<file path="src/hdl/sqt_pkg.sv">
// ----------------------------------------------------------------------------
// sqt_pkg
// Shared types and constants for the shell quote tokenizer.
// ----------------------------------------------------------------------------
package sqt_pkg;

   localparam int QUEUE_DEPTH = 4;
   localparam int SLOTS       = 4;
   localparam int SLOT_IDX_W  = $clog2(SLOTS);

   localparam logic [7:0] CH_BACKSLASH = 8'h5C;
   localparam logic [7:0] CH_DQUOTE    = 8'h22;
   localparam logic [7:0] CH_DOLLAR    = 8'h24;
   localparam logic [7:0] CH_BACKQUOTE = 8'h60;
   localparam logic [7:0] CH_NEWLINE   = 8'h0A;
   localparam logic [7:0] CH_SQUOTE    = 8'h27;
   localparam logic [7:0] CH_SPACE     = 8'h20;
   localparam logic [7:0] CH_TAB       = 8'h09;
   localparam logic [7:0] CH_CR        = 8'h0D;

   typedef enum logic [1:0] {
      KIND_CHAR     = 2'd0,
      KIND_WORD_END = 2'd1,
      KIND_LINE_END = 2'd2
   } kind_type;

   typedef struct packed {
      logic [7:0] byte_val;
      kind_type   kind;
      logic       unm;
   } result_type;

   // all results caused by one input item, slot 0 first
   typedef struct packed {
      result_type [SLOTS-1:0] slot;
      logic [SLOT_IDX_W-1:0]  last_idx;
   } bundle_type;

   function automatic logic is_blank(input logic [7:0] c);
      return (c == CH_SPACE) || (c >= CH_TAB && c <= CH_CR);
   endfunction

   function automatic logic dq_escapable(input logic [7:0] c);
      return (c == CH_BACKSLASH) || (c == CH_DQUOTE) || (c == CH_DOLLAR) ||
             (c == CH_BACKQUOTE) || (c == CH_NEWLINE);
   endfunction

endpackage

</file>
<file path="src/hdl/sqt_front.sv">
// ----------------------------------------------------------------------------
// sqt_front
// Classifies each input byte against the quote state and builds the bundle
// of results it causes.
// ----------------------------------------------------------------------------
module sqt_front import sqt_pkg::*; (
   input  logic       clock,
   input  logic       reset,
   input  logic       accept,
   input  logic [7:0] in_byte,
   input  logic       byte_valid,
   input  logic       line_end,
   output logic       wr_en,
   output bundle_type wr_data
);

   logic sq_ff, sq_in;
   logic dq_ff, dq_in;
   logic esc_ff, esc_in;
   logic pb_ff, pb_in;
   logic wo_ff, wo_in;
   logic [2:0] count;

   always_comb begin : classify
      logic [2:0] n;
      logic       done;
      result_type slot [SLOTS];
      sq_in  = sq_ff;
      dq_in  = dq_ff;
      esc_in = esc_ff;
      pb_in  = pb_ff;
      wo_in  = wo_ff;
      n      = 3'd0;
      done   = 1'b0;
      for (int i = 0; i < SLOTS; i++) begin
         slot[i] = '{byte_val: 8'h00, kind: KIND_CHAR, unm: 1'b0};
      end

      if (byte_valid) begin
         if (pb_in) begin
            pb_in = 1'b0;
            if (dq_escapable(in_byte)) begin
               slot[n[1:0]] = '{byte_val: in_byte, kind: KIND_CHAR, unm: 1'b0};
               n = n + 3'd1;
               wo_in = 1'b1;
               done = 1'b1;
            end else begin
               slot[n[1:0]] = '{byte_val: CH_BACKSLASH, kind: KIND_CHAR, unm: 1'b0};
               n = n + 3'd1;
               wo_in = 1'b1;
            end
         end
         if (!done) begin
            priority if (esc_in) begin
               esc_in = 1'b0;
               slot[n[1:0]] = '{byte_val: in_byte, kind: KIND_CHAR, unm: 1'b0};
               n = n + 3'd1;
               wo_in = 1'b1;
            end else if (in_byte == CH_BACKSLASH) begin
               priority if (dq_in) begin
                  pb_in = 1'b1;
               end else if (sq_in) begin
                  slot[n[1:0]] = '{byte_val: CH_BACKSLASH, kind: KIND_CHAR, unm: 1'b0};
                  n = n + 3'd1;
                  wo_in = 1'b1;
               end else begin
                  esc_in = 1'b1;
               end
            end else if (in_byte == CH_SQUOTE && !dq_in) begin
               sq_in = !sq_in;
            end else if (in_byte == CH_DQUOTE && !sq_in) begin
               dq_in = !dq_in;
            end else if (is_blank(in_byte) && !sq_in && !dq_in) begin
               if (wo_in) begin
                  wo_in = 1'b0;
                  slot[n[1:0]] = '{byte_val: 8'h00, kind: KIND_WORD_END, unm: 1'b0};
                  n = n + 3'd1;
               end
            end else begin
               slot[n[1:0]] = '{byte_val: in_byte, kind: KIND_CHAR, unm: 1'b0};
               n = n + 3'd1;
               wo_in = 1'b1;
            end
         end
      end

      if (line_end) begin
         // flush a held backslash and the open word, then close the line
         if (pb_in) begin
            slot[n[1:0]] = '{byte_val: CH_BACKSLASH, kind: KIND_CHAR, unm: 1'b0};
            n = n + 3'd1;
            wo_in = 1'b1;
         end
         if (wo_in) begin
            slot[n[1:0]] = '{byte_val: 8'h00, kind: KIND_WORD_END, unm: 1'b0};
            n = n + 3'd1;
         end
         slot[n[1:0]] = '{byte_val: 8'h00, kind: KIND_LINE_END, unm: sq_in | dq_in};
         n = n + 3'd1;
         sq_in  = 1'b0;
         dq_in  = 1'b0;
         esc_in = 1'b0;
         pb_in  = 1'b0;
         wo_in  = 1'b0;
      end

      count = n;
      for (int i = 0; i < SLOTS; i++) begin
         wr_data.slot[i] = slot[i];
      end
      wr_data.last_idx = SLOT_IDX_W'(n - 3'd1);
   end

   assign wr_en = accept && (count != 3'd0);

   always_ff @(posedge clock) begin
      if (reset) begin
         sq_ff  <= 1'b0;
         dq_ff  <= 1'b0;
         esc_ff <= 1'b0;
         pb_ff  <= 1'b0;
         wo_ff  <= 1'b0;
      end else if (accept) begin
         sq_ff  <= sq_in;
         dq_ff  <= dq_in;
         esc_ff <= esc_in;
         pb_ff  <= pb_in;
         wo_ff  <= wo_in;
      end
   end

endmodule

</file>
<file path="src/hdl/sqt_queue.sv">
// ----------------------------------------------------------------------------
// sqt_queue
// Short bundle queue between the classifier and the result sequencer.
// ----------------------------------------------------------------------------
module sqt_queue import sqt_pkg::*; #(
   parameter int DEPTH = QUEUE_DEPTH
) (
   input  logic       clock,
   input  logic       reset,
   input  logic       wr_en,
   input  bundle_type wr_data,
   input  logic       rd_en,
   output bundle_type rd_data,
   output logic       full,
   output logic       empty
);

   localparam int PTR_W = (DEPTH > 1) ? $clog2(DEPTH) : 1;
   localparam int CNT_W = $clog2(DEPTH + 1);

   bundle_type mem_ff [DEPTH];
   logic [PTR_W-1:0] wr_ptr_ff, wr_ptr_in;
   logic [PTR_W-1:0] rd_ptr_ff, rd_ptr_in;
   logic [CNT_W-1:0] cnt_ff, cnt_in;

   function automatic logic [PTR_W-1:0] next_ptr(input logic [PTR_W-1:0] p);
      return (p == PTR_W'(DEPTH - 1)) ? '0 : p + PTR_W'(1);
   endfunction

   assign full    = (cnt_ff == CNT_W'(DEPTH));
   assign empty   = (cnt_ff == '0);
   assign rd_data = mem_ff[rd_ptr_ff];

   always_comb begin
      wr_ptr_in = wr_en ? next_ptr(wr_ptr_ff) : wr_ptr_ff;
      rd_ptr_in = rd_en ? next_ptr(rd_ptr_ff) : rd_ptr_ff;
      unique case ({wr_en, rd_en})
         2'b10:   cnt_in = cnt_ff + CNT_W'(1);
         2'b01:   cnt_in = cnt_ff - CNT_W'(1);
         default: cnt_in = cnt_ff;
      endcase
   end

   always_ff @(posedge clock) begin
      if (reset) begin
         wr_ptr_ff <= '0;
         rd_ptr_ff <= '0;
         cnt_ff    <= '0;
      end else begin
         wr_ptr_ff <= wr_ptr_in;
         rd_ptr_ff <= rd_ptr_in;
         cnt_ff    <= cnt_in;
      end
   end

   always_ff @(posedge clock) begin
      if (wr_en) begin
         mem_ff[wr_ptr_ff] <= wr_data;
      end
   end

endmodule

</file>
<file path="src/hdl/sqt_back.sv">
// ----------------------------------------------------------------------------
// sqt_back
// Walks the slots of the head bundle and drives one result per cycle,
// while the receiver pops, through an output register.
// ----------------------------------------------------------------------------
module sqt_back import sqt_pkg::*; (
   input  logic       clock,
   input  logic       reset,
   input  bundle_type head,
   input  logic       head_empty,
   output logic       head_rd,
   input  logic       pop,
   output logic       out_empty,
   output logic [7:0] out_byte,
   output logic [1:0] out_kind,
   output logic       out_unm,
   output logic       out_last
);

   logic                  valid_ff, valid_in;
   result_type            res_ff;
   logic                  last_ff;
   logic [SLOT_IDX_W-1:0] idx_ff, idx_in;
   logic                  load;
   logic                  at_last;

   assign load    = !head_empty && (!valid_ff || pop);
   assign at_last = (idx_ff == head.last_idx);
   assign head_rd = load && at_last;

   always_comb begin
      valid_in = valid_ff;
      idx_in   = idx_ff;
      if (load) begin
         valid_in = 1'b1;
         idx_in   = at_last ? '0 : idx_ff + SLOT_IDX_W'(1);
      end else if (pop) begin
         valid_in = 1'b0;
      end
   end

   always_ff @(posedge clock) begin
      if (reset) begin
         valid_ff <= 1'b0;
         idx_ff   <= '0;
      end else begin
         valid_ff <= valid_in;
         idx_ff   <= idx_in;
      end
   end

   always_ff @(posedge clock) begin
      if (load) begin
         res_ff  <= head.slot[idx_ff];
         last_ff <= at_last;
      end
   end

   assign out_empty = !valid_ff;
   assign out_byte  = res_ff.byte_val;
   assign out_kind  = res_ff.kind;
   assign out_unm   = res_ff.unm;
   assign out_last  = last_ff;

endmodule

</file>
<file path="src/hdl/shell_quote_tokenizer.sv">
// ----------------------------------------------------------------------------
// shell_quote_tokenizer
// Shell-style word splitter with single quotes, double quotes and escapes.
// ----------------------------------------------------------------------------
// One command-line byte is taken per cycle while the bundle queue has room;
// each byte produces zero to four results (characters, end of word, end of
// line), and the result side drains them at one per cycle while the
// receiver pops. Items that yield no result (quotes, an escape backslash,
// repeated blanks) write no bundle and never reach the output. Input and
// output are decoupled by a QUEUE_DEPTH bundle queue plus the output
// register.
module shell_quote_tokenizer import sqt_pkg::*; #(
   parameter int QUEUE_DEPTH_P = QUEUE_DEPTH
) (
   input  logic       clock,
   input  logic       reset,
   input  logic       req_push,
   output logic       req_full,
   input  logic [7:0] req_in_byte,
   input  logic       req_byte_valid,
   input  logic       req_line_end,
   output logic       rsp_empty,
   input  logic       rsp_pop,
   output logic [7:0] rsp_out_byte,
   output logic [1:0] rsp_kind,
   output logic       rsp_unmatched_quote,
   output logic       rsp_last
);

   logic       accept;
   logic       q_wr;
   bundle_type q_wr_data;
   logic       q_rd;
   bundle_type q_rd_data;
   logic       q_empty;

   assign accept = req_push && !req_full;

   sqt_front u_front (
      .clock      (clock),
      .reset      (reset),
      .accept     (accept),
      .in_byte    (req_in_byte),
      .byte_valid (req_byte_valid),
      .line_end   (req_line_end),
      .wr_en      (q_wr),
      .wr_data    (q_wr_data)
   );

   sqt_queue #(.DEPTH(QUEUE_DEPTH_P)) u_queue (
      .clock   (clock),
      .reset   (reset),
      .wr_en   (q_wr),
      .wr_data (q_wr_data),
      .rd_en   (q_rd),
      .rd_data (q_rd_data),
      .full    (req_full),
      .empty   (q_empty)
   );

   sqt_back u_back (
      .clock      (clock),
      .reset      (reset),
      .head       (q_rd_data),
      .head_empty (q_empty),
      .head_rd    (q_rd),
      .pop        (rsp_pop),
      .out_empty  (rsp_empty),
      .out_byte   (rsp_out_byte),
      .out_kind   (rsp_kind),
      .out_unm    (rsp_unmatched_quote),
      .out_last   (rsp_last)
   );

endmodule

</file>
<file path="config.mk">
export PLATFORM = sky130hd
export DESIGN_NAME = shell_quote_tokenizer
export DESIGN_NICKNAME = d
export VERILOG_FILES = /design/src/hdl/sqt_pkg.sv /design/src/hdl/sqt_front.sv /design/src/hdl/sqt_queue.sv /design/src/hdl/sqt_back.sv /design/src/hdl/shell_quote_tokenizer.sv
export SDC_FILE = /design/constraint.sdc
export NUM_CORES = 1
export LEC_CHECK = 0
export BUFFER_PORTS_ARGS = -buffer_cell sky130_fd_sc_hd__buf_2
export CAP_MARGIN = 20
export CELL_PAD_IN_SITES_DETAIL_PLACEMENT = 0
export CELL_PAD_IN_SITES_GLOBAL_PLACEMENT = 1
export CORE_UTILIZATION = 35
export CTS_CLUSTER_SIZE = 24
export DETAILED_ROUTE_END_ITERATION = 10
export GPL_TIMING_DRIVEN = 0
export PLACE_DENSITY = 0.58
export SETUP_SLACK_MARGIN = 0.3
export SLEW_MARGIN = 25
export SYNTH_ARGS = -nofsm -noshare
export SYNTH_HDL_FRONTEND = slang
export SYNTH_SLANG_ARGS = --single-unit
export TNS_END_PERCENT = 10
</file>
<file path="constraint.sdc">
create_clock -name clock -period 5.25 [get_ports clock]
set_clock_uncertainty 0.2 [all_clocks]
set_input_delay 0.2625 -clock clock [delete_from_list [all_inputs] [get_ports clock]]
set_output_delay 0.2625 -clock clock [all_outputs]
set_load 0.02 [all_outputs]
</file>
==> results.cfg <==
[floorplan]
coreArea_sq_um = 20300
die_height_um = 146
initial_utilization_pct = 35.9
ioPinCount = 28
die_area_sq_um = 21400
row_count = 52
die_w_um = 146

[synth]
synth_flop_cell = edfxtp_1
yosysSeqAreaShare_pct = 62.4
synth_cells = 502
synth.distinct_cells = 60
syn_area_sq_um = 7280
yosysWarnings = 0
async_reset_ff_share_pct = 0
syn_avg_cell_area_sq_um = 14.5
synth_seq_cells = 157
synth_edf_count = 140
synthesis.nets = 538

[job]
max-cap-violations = 0

[global_routing]
grt_pass1_wl_mm = 26.2
grt-ovfl-total = 0
top_usage_layer = met2
grt.met1_usage_pct = 22.1
antenna_found_initial = 0
grt_pass1_vias = 4614
grt_start_max_net_pins = 33
gr-usage-met2_pct = 27.0
use_met3_pct = 3.38
track_usage_pct = 16.4

[clock_tree]
cts_root_buf = clkbuf_16
path_clk_slew_ns = 0.06
cts.sinks = 157
clockBufferDepth = 2
cts_tree = yes
cts_max_level = 4
clk_latency_ns = 0.41
cts_inserted_buffers = 17

[sta]
period_needed_ns = 4.76
timing.final.crit_share_pct = 90.7
clock.fmax_mhz = 210
setup_viol = 0
fin_tns_setup_ns = 0
holdWs_ns = 0.0527
grt_setup_unrepaired = false
finalHoldViolations = 0
tightestPinTransition_ns = 0.933
finalMaxSlewViolations = 0
relSlewSlack_pct = 37.8

[worst_setup_path]
reg2reg_from = u_front.dq_ff$_SDFFE_PP0P_
cp.required_ns = 5.39
crit_path_start = req_in_byte[0]
start_kind = primary input
end_kind = register
path_max_fanout = 7
crit_type = primary input to register
cp.arrival_ns = 4.90

[power]
leakage_nw = 2.93
ir_drop_v = 0.000227
power.density_nw_per_um2 = 404

[route]
drt_first_pass_iters = 4
vias = 4426
antenna_left = 0
wl_mm = 16.5
drc = 0
wl_per_cell_um = 19.5
drt_iter0_drc = 263
vias_per_cell = 5.21

[placement]
io_buffers = 24
gp_congestion = 0.810
hpwl_mm = 11.2

[layout]
fillers = 1891
drive_gt1_share_pct = 28.0
layout.nets = 602
final_cell_mix = 140 x edfxtp_1, 35 x mux4_2, 35 x nor2_1
syn_to_final_growth_pct = 21.0
final_core_util_pct = 43.4
num_antenna_cells = 0
layout_commonest_cell = edfxtp_1

[hold_path]
hold_start = reset
min_path_type = primary input to register

[run_status]
status = completed
==> metrics by stage <==
step	setup WS, ns	std cells	total power, mW	cell area, sq um
2_1_floorplan	0.145	502	2.08	7320
3_3_place_gp	-1.15	796	2.28	7780
3_5_place_dp	-0.658	799	2.29	7840
4_1_cts	0.322	843	3.60	8670
5_1_grt	0.301	849	3.73	8810
6_report	0.488	849	3.56	8810
==> metal layers <==
layer,vias up,share of wire [%]
met5,-,0
met3,11,2.2
met1,2273,47
met2,66,49
met4,0,1.1
li1,2076,-
==> path summary, 6_finish.rpt <==
| path | endpoint | slack [ns] | depth (start not counted) |
|---|---|---|---|
| worst min-delay path | u_back.valid_ff$_SDFFE_PP0P_ | 0.05 | 2 |
| worst max-delay path | u_queue.cnt_ff[2]$_SDFFE_PP0P_ | 0.49 | 26 |
| worst min register to register | u_back.valid_ff$_SDFFE_PP0P_ | 0.27 | 2 |
| worst max register to register | u_queue.cnt_ff[2]$_SDFFE_PP0P_ | 0.52 | 25 |
==> repair_timing <==
item	in CTS	in global routing
pin swaps	13	12
setup buffers	10	6
endpoints found under the setup margin	136	100
resized for setup	28	23
hold buffers	2	0
endpoints found under the hold margin	2	0
==> registers in the layout (all words and copies together) (netlist names), 2 cells and up, named ones only <==
signal	cells
u_queue.rd_ptr_ff	2
u_queue.cnt_ff	3
u_back.idx_ff	2
u_queue.wr_ptr_ff	2
u_back.out_kind	2
u_back.out_byte	8
u_queue.mem_ff	128
==> cell families (layout without fill, tap and decap cells) <==
logic type | Yosys count | after routing | share of synthesized area [%]
compound gates | 87 | 87 | 8.23
xor+xnor | 6 | 6 | 0.722
fa+ha+maj | 22 | 22 | 3.89
buf+inv | 49 | 126 | 2.58
flops | 157 | 157 | 62.4
mux | 48 | 48 | 12.7
simple gates | 133 | 133 | 9.42
==> Yosys cell counts (all sizes together), types with 2 or more instances <==
| master | number | area share (%) |
|---|---|---|
| dfxtp | 17 | 4.7 |
| and3 | 3 | 0.26 |
| nor3b | 2 | 0.21 |
| o21a | 2 | 0.21 |
| a21boi | 3 | 0.46 |
| edfxtp | 140 | 58 |
| o32ai | 2 | 0.50 |
| xor2 | 6 | 0.72 |
| a21oi | 25 | 1.7 |
| a211o | 2 | 0.24 |
| mux4 | 35 | 11 |
| mux2 | 3 | 0.52 |
| nand2b | 4 | 0.34 |
| nand4b | 2 | 0.24 |
| o211a | 3 | 0.41 |
| or2 | 2 | 0.17 |
| or3 | 3 | 0.26 |
| a32oi | 2 | 0.24 |
| inv | 25 | 1.3 |
| clkbuf | 16 | 0.83 |
| a31oi | 8 | 0.69 |
| nand3 | 6 | 0.41 |
| a211oi | 6 | 0.76 |
| nand4 | 2 | 0.17 |
| or4b | 3 | 0.41 |
| o2111ai | 3 | 0.36 |
| nand2 | 26 | 1.4 |
| nor2 | 37 | 1.9 |
| a21o | 4 | 0.41 |
| ha | 21 | 3.6 |
| o21ai | 20 | 1.4 |
| nor3 | 19 | 1.4 |
| and2 | 16 | 1.4 |
| buf | 8 | 0.46 |
| mux2i | 10 | 1.4 |
| o31ai | 2 | 0.21 |
==> report_power, final <==
group / total [mW] / internal (mW) / switching [mW]
clock network: 1.28 / 0.795 / 0.488
registers: 1.56 / 1.53 / 0.0368
logic: 0.715 / 0.293 / 0.422
total: 3.56 / 2.61 / 0.947
==> critical path, stage by stage <==
cell and delay, ns:
buf_4 0.15, or4b_4 0.53, buf_6 0.15, nor3_4 0.27
a211oi_4 0.07, o32ai_2 0.26, o211a_4 0.22, inv_2 0.05
ha_4 0.25, nand2_1 0.05, nand2_2 0.11, ha_4 0.20
nand2_2 0.06, o21ai_2 0.06, ha_1 0.28, mux2_2 0.15
ha_1 0.13, a21oi_1 0.07, a211o_4 0.34, inv_4 0.06
ha_4 0.12, inv_1 0.05, fa_2 0.35, xor2_2 0.15
or3_4 0.33, a21oi_2 0.15
==> layout make-up <==
| class | instances | area [sq um] | share of cell area [%] |
|---|---|---|---|
| clock buffers | 17 | 425 | 4.83 |
| flip-flops and latches | 157 | 4550 | 51.6 |
| clock inverters | 15 | 196 | 2.23 |
| inverters | 25 | 96.3 | 1.09 |
| well taps | 270 | 338 | 3.84 |
| repair buffers | 45 | 329 | 3.74 |
| multi-input cells | 296 | 2750 | 31.2 |
| plain buffers | 24 | 126 | 1.43 |
Note: power is estimated with default switching activity, not from simulation.
